[config.mk]
export PLATFORM = sky130hd
export DESIGN_NAME = activation_function_unit_core
export DESIGN_NICKNAME = d
export VERILOG_FILES = /design/src/rtl/core/afu_pkg.sv /design/src/rtl/core/afu_sig_lookup.sv /design/src/rtl/core/afu_deriv.sv /design/src/rtl/core/activation_function_unit_core.sv
export SDC_FILE = /design/constraint.sdc
export NUM_CORES = 2
export LEC_CHECK = 0
export BUFFER_PORTS_ARGS = -buffer_cell sky130_fd_sc_hd__buf_2
export CORE_UTILIZATION = 45
export DETAILED_ROUTE_END_ITERATION = 7
export PLACE_DENSITY_LB_ADDON = 0.08
export RECOVER_POWER = 100
export SLEW_MARGIN = 10
export SYNTH_ARGS = -nofsm -noshare
export SYNTH_HDL_FRONTEND = slang
export SYNTH_SLANG_ARGS = --single-unit
[constraint.sdc]
create_clock -name i_clk -period 11.3 [get_ports i_clk]
set_clock_uncertainty 0.1 [all_clocks]
set_input_delay 0 -clock i_clk [delete_from_list [all_inputs] [get_ports i_clk]]
set_output_delay 0 -clock i_clk [all_outputs]
set_load 0.02 [all_outputs]
[src/rtl/core/afu_pkg.sv]
package afu_pkg;

    localparam int DATA_WIDTH_DEF    = 16;
    localparam int SEG_ADDR_BITS_DEF = 6;

    localparam logic [63:0] EXP_STEP_Q32 = 64'd4228380000;
    localparam int          EXP_HALF_PTS = 512;

    typedef enum logic [1:0] {
        FK_IDENTITY = 2'd0,
        FK_SIGMOID  = 2'd1,
        FK_TANH     = 2'd2
    } t_func_kind;

    typedef enum logic {
        OP_FORWARD  = 1'b0,
        OP_BACKWARD = 1'b1
    } t_opcode;

    typedef struct packed {
        logic       valid;
        t_opcode    opcode;
        t_func_kind kind;
    } t_item_ctrl;

    // sigmoid breakpoint k of 2^seg_bits+1 over [-8,8], frac_bits fraction bits
    function automatic logic [63:0] sig_point(input int k, input int seg_bits,
                                              input int frac_bits);
        logic [63:0] e;
        logic [63:0] den;
        logic [63:0] num;
        logic [63:0] quo;
        logic [63:0] rem;
        int          pos;
        int          mag;
        int          m;
        int          i;
        e   = 64'd1 << 32;
        pos = (k << (10 - seg_bits)) - EXP_HALF_PTS;
        mag = (pos < 0) ? -pos : pos;
        for (m = 1; m <= mag; m++) begin
            e = (e * EXP_STEP_Q32 + (64'd1 << 31)) >> 32;
        end
        den = (64'd1 << 32) + e;
        num = (64'd1 << (frac_bits + 32)) + (den >> 1);
        quo = '0;
        rem = '0;
        for (i = 63; i >= 0; i--) begin
            rem = {rem[62:0], num[i]};
            if (rem >= den) begin
                rem    = rem - den;
                quo[i] = 1'b1;
            end
        end
        if (pos < 0) begin
            return (64'd1 << frac_bits) - quo;
        end
        return quo;
    endfunction

endpackage

[src/rtl/core/afu_sig_lookup.sv]
module afu_sig_lookup #(
    parameter int SEGMENT_ADDR_BITS = afu_pkg::SEG_ADDR_BITS_DEF,
    parameter int DATA_WIDTH        = afu_pkg::DATA_WIDTH_DEF
) (
    input  logic                         i_clk,
    input  logic                         i_rst_n,
    input  afu_pkg::t_item_ctrl          i_ctrl,
    input  logic signed [DATA_WIDTH-1:0] i_x,
    input  logic signed [DATA_WIDTH-1:0] i_g,
    output afu_pkg::t_item_ctrl          o_ctrl,
    output logic signed [DATA_WIDTH-1:0] o_x,
    output logic signed [DATA_WIDTH-1:0] o_g,
    output logic signed [DATA_WIDTH-3:0] o_act
);
    import afu_pkg::*;

    localparam int FRAC_BITS = DATA_WIDTH - 4;
    localparam int SEG_COUNT = 1 << SEGMENT_ADDR_BITS;
    localparam int SEG_SHIFT = DATA_WIDTH - SEGMENT_ADDR_BITS;
    localparam int TAB_W     = FRAC_BITS + 1;
    localparam int IDX_W     = SEGMENT_ADDR_BITS + 1;
    localparam int PROD_W    = TAB_W + SEG_SHIFT;
    localparam int ACT_W     = FRAC_BITS + 2;

    localparam logic [PROD_W:0] INTERP_HALF = (PROD_W + 1)'(1) << (SEG_SHIFT - 1);
    localparam logic signed [ACT_W-1:0] ONE_ACT = ACT_W'(1) << FRAC_BITS;

    logic [TAB_W-1:0] sig_tab [SEG_COUNT+1];

    for (genvar k = 0; k <= SEG_COUNT; k++) begin : g_tab
        assign sig_tab[k] = TAB_W'(sig_point(k, SEGMENT_ADDR_BITS, FRAC_BITS));
    end

    logic signed [DATA_WIDTH:0]   z;
    logic                         below;
    logic                         above;
    logic [DATA_WIDTH-1:0]        u;
    logic [SEGMENT_ADDR_BITS-1:0] seg;
    logic [IDX_W-1:0]             idx_lo;
    logic [IDX_W-1:0]             idx_hi;
    logic [SEG_SHIFT-1:0]         n_a_frac;

    // segment select, clamped outside [-8,8)
    always_comb begin
        if (i_ctrl.kind == FK_TANH) begin
            z = {i_x, 1'b0};
        end else begin
            z = {i_x[DATA_WIDTH-1], i_x};
        end
        below = z[DATA_WIDTH] & ~z[DATA_WIDTH-1];
        above = ~z[DATA_WIDTH] & z[DATA_WIDTH-1];
        u     = {~z[DATA_WIDTH-1], z[DATA_WIDTH-2:0]};
        seg   = u[DATA_WIDTH-1 -: SEGMENT_ADDR_BITS];
        if (below) begin
            idx_lo   = '0;
            idx_hi   = '0;
            n_a_frac = '0;
        end else if (above) begin
            idx_lo   = IDX_W'(SEG_COUNT);
            idx_hi   = IDX_W'(SEG_COUNT);
            n_a_frac = '0;
        end else begin
            idx_lo   = {1'b0, seg};
            idx_hi   = {1'b0, seg} + IDX_W'(1);
            n_a_frac = u[SEG_SHIFT-1:0];
        end
    end

    t_item_ctrl                   r_a_ctrl;
    logic signed [DATA_WIDTH-1:0] r_a_x;
    logic signed [DATA_WIDTH-1:0] r_a_g;
    logic [TAB_W-1:0]             r_a_base;
    logic [TAB_W-1:0]             r_a_step;
    logic [SEG_SHIFT-1:0]         r_a_frac;

    t_item_ctrl                   r_b_ctrl;
    logic signed [DATA_WIDTH-1:0] r_b_x;
    logic signed [DATA_WIDTH-1:0] r_b_g;
    logic [TAB_W-1:0]             r_b_base;
    logic [PROD_W-1:0]            r_b_prod;

    t_item_ctrl                   r_c_ctrl;
    logic signed [DATA_WIDTH-1:0] r_c_x;
    logic signed [DATA_WIDTH-1:0] r_c_g;
    logic signed [ACT_W-1:0]      r_c_act;

    logic [PROD_W:0]         rnd_sum;
    logic [TAB_W-1:0]        s_val;
    logic signed [ACT_W-1:0] n_c_act;

    // interpolate, then tanh = 2s - 1
    always_comb begin
        rnd_sum = {1'b0, r_b_prod} + INTERP_HALF;
        s_val   = r_b_base + TAB_W'(rnd_sum >> SEG_SHIFT);
        if (r_b_ctrl.kind == FK_TANH) begin
            n_c_act = $signed({s_val, 1'b0}) - ONE_ACT;
        end else begin
            n_c_act = $signed({1'b0, s_val});
        end
    end

    always_ff @(posedge i_clk) begin
        if (!i_rst_n) begin
            r_a_ctrl <= '0;
            r_b_ctrl <= '0;
            r_c_ctrl <= '0;
        end else begin
            r_a_ctrl <= i_ctrl;
            r_b_ctrl <= r_a_ctrl;
            r_c_ctrl <= r_b_ctrl;
        end
    end

    always_ff @(posedge i_clk) begin
        r_a_x    <= i_x;
        r_a_g    <= i_g;
        r_a_base <= sig_tab[idx_lo];
        r_a_step <= sig_tab[idx_hi] - sig_tab[idx_lo];
        r_a_frac <= n_a_frac;

        r_b_x    <= r_a_x;
        r_b_g    <= r_a_g;
        r_b_base <= r_a_base;
        r_b_prod <= PROD_W'(r_a_step) * PROD_W'(r_a_frac);

        r_c_x    <= r_b_x;
        r_c_g    <= r_b_g;
        r_c_act  <= n_c_act;
    end

    assign o_ctrl = r_c_ctrl;
    assign o_x    = r_c_x;
    assign o_g    = r_c_g;
    assign o_act  = r_c_act;

endmodule

[src/rtl/core/afu_deriv.sv]
module afu_deriv #(
    parameter int DATA_WIDTH = afu_pkg::DATA_WIDTH_DEF
) (
    input  logic                         i_clk,
    input  logic                         i_rst_n,
    input  afu_pkg::t_item_ctrl          i_ctrl,
    input  logic signed [DATA_WIDTH-1:0] i_x,
    input  logic signed [DATA_WIDTH-1:0] i_g,
    input  logic signed [DATA_WIDTH-3:0] i_act,
    output logic                         o_valid,
    output logic signed [DATA_WIDTH-1:0] o_result
);
    import afu_pkg::*;

    localparam int FRAC_BITS = DATA_WIDTH - 4;
    localparam int ACT_W     = FRAC_BITS + 2;
    localparam int DPROD_W   = 2 * ACT_W;
    localparam int GPROD_W   = DATA_WIDTH + ACT_W;
    localparam int PRE_W     = DATA_WIDTH + 2;

    localparam logic signed [ACT_W-1:0]   ONE_ACT = ACT_W'(1) << FRAC_BITS;
    localparam logic signed [DPROD_W-1:0] D_HALF  = DPROD_W'(1) << (FRAC_BITS - 1);
    localparam logic signed [GPROD_W-1:0] G_HALF  = GPROD_W'(1) << (FRAC_BITS - 1);

    t_item_ctrl                   r_d_ctrl;
    logic signed [DATA_WIDTH-1:0] r_d_x;
    logic signed [DATA_WIDTH-1:0] r_d_g;
    logic signed [ACT_W-1:0]      r_d_act;
    logic signed [DPROD_W-1:0]    r_d_prod;

    t_item_ctrl                   r_e_ctrl;
    logic signed [DATA_WIDTH-1:0] r_e_x;
    logic signed [DATA_WIDTH-1:0] r_e_g;
    logic signed [ACT_W-1:0]      r_e_act;
    logic signed [ACT_W-1:0]      r_e_d;

    t_item_ctrl                   r_f_ctrl;
    logic signed [DATA_WIDTH-1:0] r_f_x;
    logic signed [DATA_WIDTH-1:0] r_f_g;
    logic signed [ACT_W-1:0]      r_f_act;
    logic signed [GPROD_W-1:0]    r_f_prod;

    logic                         r_g_valid;
    logic signed [DATA_WIDTH-1:0] r_g_result;

    logic signed [ACT_W-1:0]      opb;
    logic signed [DPROD_W-1:0]    d_sum;
    logic signed [ACT_W-1:0]      d_rnd;
    logic signed [ACT_W-1:0]      n_e_d;
    logic signed [GPROD_W-1:0]    g_sum;
    logic signed [PRE_W-1:0]      g_full;
    logic signed [PRE_W-1:0]      pre;
    logic signed [DATA_WIDTH-1:0] n_g_result;

    // s*(1-s) for sigmoid, t*t for tanh
    always_comb begin
        if (i_ctrl.kind == FK_SIGMOID) begin
            opb = ONE_ACT - i_act;
        end else begin
            opb = i_act;
        end
    end

    always_comb begin
        d_sum = r_d_prod + D_HALF;
        d_rnd = ACT_W'(d_sum >>> FRAC_BITS);
        if (r_d_ctrl.kind == FK_SIGMOID) begin
            n_e_d = d_rnd;
        end else begin
            n_e_d = ONE_ACT - d_rnd;
        end
    end

    // final rounding, select and saturate
    always_comb begin
        g_sum  = r_f_prod + G_HALF;
        g_full = PRE_W'(g_sum >>> FRAC_BITS);
        case (r_f_ctrl.kind)
            FK_SIGMOID, FK_TANH: begin
                if (r_f_ctrl.opcode == OP_BACKWARD) begin
                    pre = g_full;
                end else begin
                    pre = PRE_W'(r_f_act);
                end
            end
            default: begin
                if (r_f_ctrl.opcode == OP_BACKWARD) begin
                    pre = PRE_W'(r_f_g);
                end else begin
                    pre = PRE_W'(r_f_x);
                end
            end
        endcase
        if (pre[PRE_W-1:DATA_WIDTH-1] == '0 || pre[PRE_W-1:DATA_WIDTH-1] == '1) begin
            n_g_result = pre[DATA_WIDTH-1:0];
        end else if (pre[PRE_W-1]) begin
            n_g_result = {1'b1, {(DATA_WIDTH-1){1'b0}}};
        end else begin
            n_g_result = {1'b0, {(DATA_WIDTH-1){1'b1}}};
        end
    end

    always_ff @(posedge i_clk) begin
        if (!i_rst_n) begin
            r_d_ctrl  <= '0;
            r_e_ctrl  <= '0;
            r_f_ctrl  <= '0;
            r_g_valid <= 1'b0;
        end else begin
            r_d_ctrl  <= i_ctrl;
            r_e_ctrl  <= r_d_ctrl;
            r_f_ctrl  <= r_e_ctrl;
            r_g_valid <= r_f_ctrl.valid;
        end
    end

    always_ff @(posedge i_clk) begin
        r_d_x      <= i_x;
        r_d_g      <= i_g;
        r_d_act    <= i_act;
        r_d_prod   <= DPROD_W'(i_act) * DPROD_W'(opb);

        r_e_x      <= r_d_x;
        r_e_g      <= r_d_g;
        r_e_act    <= r_d_act;
        r_e_d      <= n_e_d;

        r_f_x      <= r_e_x;
        r_f_g      <= r_e_g;
        r_f_act    <= r_e_act;
        r_f_prod   <= GPROD_W'(r_e_g) * GPROD_W'(r_e_d);

        r_g_result <= n_g_result;
    end

    assign o_valid  = r_g_valid;
    assign o_result = r_g_result;

endmodule

[src/rtl/core/activation_function_unit_core.sv]
// throughput: one request per clock, busy is always low since every stage advances each cycle
// the pipeline has 8 stages: input register, table read, interpolation multiply,
// interpolate, derivative multiply, derivative round, gradient multiply, round and saturate
// reset (synchronous, active low) empties the pipeline and sets function_kind to identity
module activation_function_unit_core #(
    parameter int SEGMENT_ADDR_BITS = afu_pkg::SEG_ADDR_BITS_DEF,
    parameter int DATA_WIDTH        = afu_pkg::DATA_WIDTH_DEF
) (
    input  logic                         i_clk,
    input  logic                         i_rst_n,
    input  logic                         i_cfg_we,
    input  logic [1:0]                   i_cfg_wdata,
    input  logic                         start,
    output logic                         busy,
    input  logic                         i_opcode,
    input  logic signed [DATA_WIDTH-1:0] i_x_value,
    input  logic signed [DATA_WIDTH-1:0] i_grad_in,
    output logic                         o_result_valid,
    output logic signed [DATA_WIDTH-1:0] o_result_value
);
    import afu_pkg::*;

    t_func_kind                   r_function_kind;
    t_item_ctrl                   r_in_ctrl;
    t_item_ctrl                   n_in_ctrl;
    logic signed [DATA_WIDTH-1:0] r_in_x;
    logic signed [DATA_WIDTH-1:0] r_in_g;

    t_item_ctrl                   lk_ctrl;
    logic signed [DATA_WIDTH-1:0] lk_x;
    logic signed [DATA_WIDTH-1:0] lk_g;
    logic signed [DATA_WIDTH-3:0] lk_act;

    assign busy = 1'b0;

    always_comb begin
        n_in_ctrl.valid  = start && !busy;
        n_in_ctrl.opcode = t_opcode'(i_opcode);
        n_in_ctrl.kind   = r_function_kind;
    end

    always_ff @(posedge i_clk) begin
        if (!i_rst_n) begin
            r_function_kind <= FK_IDENTITY;
            r_in_ctrl       <= '0;
        end else begin
            if (i_cfg_we) begin
                r_function_kind <= t_func_kind'(i_cfg_wdata);
            end
            r_in_ctrl <= n_in_ctrl;
        end
    end

    always_ff @(posedge i_clk) begin
        if (start && !busy) begin
            r_in_x <= i_x_value;
            r_in_g <= i_grad_in;
        end
    end

    afu_sig_lookup #(
        .SEGMENT_ADDR_BITS (SEGMENT_ADDR_BITS),
        .DATA_WIDTH        (DATA_WIDTH)
    ) u_sig_lookup (
        .i_clk   (i_clk),
        .i_rst_n (i_rst_n),
        .i_ctrl  (r_in_ctrl),
        .i_x     (r_in_x),
        .i_g     (r_in_g),
        .o_ctrl  (lk_ctrl),
        .o_x     (lk_x),
        .o_g     (lk_g),
        .o_act   (lk_act)
    );

    afu_deriv #(
        .DATA_WIDTH (DATA_WIDTH)
    ) u_deriv (
        .i_clk    (i_clk),
        .i_rst_n  (i_rst_n),
        .i_ctrl   (lk_ctrl),
        .i_x      (lk_x),
        .i_g      (lk_g),
        .i_act    (lk_act),
        .o_valid  (o_result_valid),
        .o_result (o_result_value)
    );

endmodule

==> metrics.yaml <==
run_status:
  status: "finished, violations left"
  violations: "design-rule violations, max-capacitance violations, max-slew violations"
placed_design:
  io_buffer_count: 55
  globalplace.congestion: 0.8552
  hpwl_um: 60640
clocking:
  cts_buffers: 47
  clockRootBuffer: "clkbuf_16"
  cts-resized-gates: 0
  cts_max_level: 2
  cts_tree: "done"
  insertion_delay_ns: 0.59
  clock_path_buffers: 3
  cts.sinks: 436
  clk_pin_slew_ns: 0.06
floorplanning:
  initial_utilization: 0.4569
  coreArea_mm2: 0.07321
  num_rows: 99
  dieArea_mm2: 0.07543
  io_pins: 57
  die_w_um: 274.6
  die-height_um: 274.6
timing:
  finalHoldViolCount: 0
  worstMarginPinSlew_ns: 2.124
  fin_crit_sh: 0.7897
  max_freq_mhz: 112.1
  hold_slack_ns: 0.03277
  relSlewSlack: -0.4160
  period_needed_ns: 8.924
  fin_tns_setup_ns: 0
  slew_violations: 86
  rsz0062_at_grt: "false"
  setup_viol: 0
synth:
  synth.area.mux_share: 0.01620
  ys_types: 96
  synth.top_cell.area_share: 0.2915
  ys_ff_latch: 436
  synthSimpleGateAreaFrac: 0.1430
  synth-compound-area-share: 0.07002
  yosysSeqAreaShare: 0.2705
  synth_edf_count: 32
  ys_top_cells_by_area: "fa_1, dfxtp_1, ha_1"
  yosys-top-cells-count: "inv_1, fa_1, nand2_1, dfxtp_1, ha_1"
  synth_top_family_by_area: "adder cells"
  syn-num-nets: 4132
  synth_area_mm2: 0.03345
  synth.most_common_cell: "inv_1"
  synth_top_cell_by_area: "fa_1"
  synth_flop_cell: "dfxtp_1"
  synth_xor_area_frac: 0.03954
  ys_warn_count: 0
  async_flop_share: 0
  synthesis.instances: 3373
  syn_area_per_cell_um2: 9.917
  synthAdderAreaFrac: 0.3786
worst_setup_path:
  critPathCaptureType: "flop"
  cp-endpoint: "u_deriv.r_d_prod[24]"
  worstReg2RegStart: "u_sig_lookup.o_act[0]"
  cp.arrival_ns: 9.33
  crit_fanout: 27
  startpoint: "u_sig_lookup.o_act[0]"
  r2r_cells: 24
  worstSetupStartpointType: "flop"
  worst-setup-path-type: "flop to flop"
  cp.required_ns: 11.70
  r2r_setup_slack_ns: 2.38
  r2r_end: "u_deriv.r_d_prod[24]"
layout:
  drive_gt1_frac: 0.04946
  fin_nets: 4157
  fillers: 6845
  ff_latch_area_mm2: 0.009049
  syn_to_final_growth_pct: 8.850
  regMostFlops: "u_deriv.r_f_prod"
  multi_input_area_mm2: 0.02158
  largest_register_ffs: 19
drt:
  drt_iter0_drc: 1154
  drc: 3
  drt_wl_total_um: 77220
  num_vias: 22457
  first_pass_iters: 7
  wl_per_cell_um: 17.56
  viasPerCell: 5.107
  ant_nets: 0
worst_hold_path:
  hold_path.class: "primary input to flop"
global_route:
  grt_pass1_vias: 24657
  grt_pass1_wl_um: 129600
  grt_start_max_net_pins: 34
  antenna_found_initial: 3
  grt.total_usage: 0.2163
  grt_overflow: 0
job:
  cap_violations: 3
routing by layer:
layer  GRT usage  wire length [um]  vias to the layer above  part of all wire
li1            -                 -                    10557                 -
met1      0.2726             33100                    11317              0.43
met2      0.3876             39050                      470              0.51
met3     0.02976              3343                      113             0.043
met4     0.05570              1727                        0             0.022
met5           0                 0                        -                 0
how the worst min path moves through the flow:
| stage | start | endpoint | slack, ns | cells after the start |
|---|---|---|---|---|
| after floorplan | i_grad_in[0] | r_in_g[0] | -0.001 | 0 |
| after global routing | i_x_value[10] | r_in_x[10] | 0.02 | 2 |
| after global placement | i_grad_in[3] | r_in_g[3] | 0.08 | 1 |
| after CTS | i_grad_in[8] | r_in_g[8] | 0.0004 | 2 |
| after detailed placement | i_grad_in[4] | r_in_g[4] | 0.08 | 1 |
| final | i_grad_in[8] | r_in_g[8] | 0.03 | 2 |
cells in the final DEF, fill, tap and decap left out, types with 16 or more instances in the layout:
cell           netlist  routed
buf_2               17      26
xnor2_1             93      93
a21boi_0            15      16
xor2_1              58      58
inv_1              562     563
clkbuf_16            0      48
a21oi_1             81      82
nor2b_1             31      32
a31oi_1             17      17
nand3_1             40      40
dfxtp_1            404     404
and2_0               0      17
ha_1               233     233
dlygate4sd3_1        0      51
fa_1               487     487
clkbuf_1           114      44
mux4_2              16      16
nand2b_1            24      24
edfxtp_1            32      32
nor3_1              33      37
o21ai_0             72      73
a21o_1              18      18
and3_1              16      16
and2_1             230     213
nor2_1             121     120
nand2_1            424     424
a211oi_1            13      16
kinds of logic after synthesis:
family	Yosys count
other	1
multiplexers	30
AO/OA/AOI/OAI	344
adder cells (fa/ha/maj)	720
buffers and inverters	708
AND/OR/NAND/NOR	983
XOR/XNOR	151
flip-flops	436
layout make-up:
class / instances / area share
diodes: 1 / 0.00006873
clock buffers: 66 / 0.03759
clock inverters: 22 / 0.007320
inverters: 565 / 0.05832
multi-input cells: 2229 / 0.5927
flip-flops and latches: 436 / 0.2485
well taps: 959 / 0.03296
repair buffers: 119 / 0.02254
metrics by stage:
| stage | instance area, um2 | cells | setup slack, ns | util |
|---|---|---|---|---|
| 2_1_floorplan | 33450 | 3373 | 4.124 | - |
| 3_3_place_gp | 34410 | 4257 | 3.100 | 0.4700 |
| 3_5_place_dp | 34410 | 4257 | 2.805 | 0.4700 |
| 4_1_cts | 36550 | 4396 | 2.859 | 0.4993 |
| 5_1_grt | 36410 | 4397 | 1.708 | 0.4974 |
| 6_report | 36410 | 4397 | 2.376 | 0.4974 |
critical path: stages (launching register included):
cell and delay [ns]:
dfxtp_1 0.87, inv_1 0.22, ha_1 0.31, a21oi_1 0.20
xor2_1 0.90, nand2_1 0.19, fa_1 0.57, inv_1 0.05
fa_1 0.50, fa_1 0.52, inv_1 0.05, fa_1 0.48
fa_1 0.55, inv_1 0.06, fa_1 0.49, ha_1 0.29
o21ai_1 0.06, a221oi_1 0.46, o21ai_1 0.17, a211oi_1 0.69
a31oi_4 0.16, a211oi_1 0.48, nor3_1 0.17, o21bai_2 0.16
xor2_1 0.17
repair_timing:
| item | CTS | global route |
|---|---|---|
| setup buffers | 0 | 0 |
| hold buffers | 51 | 0 |
| endpoints found under the setup margin | 0 | 0 |
| hold endpoints to repair | 64 | 0 |
Power is left out: the tool's default activity adds up to more than one toggle a clock period on the data nets, which glitch-free logic cannot reach.
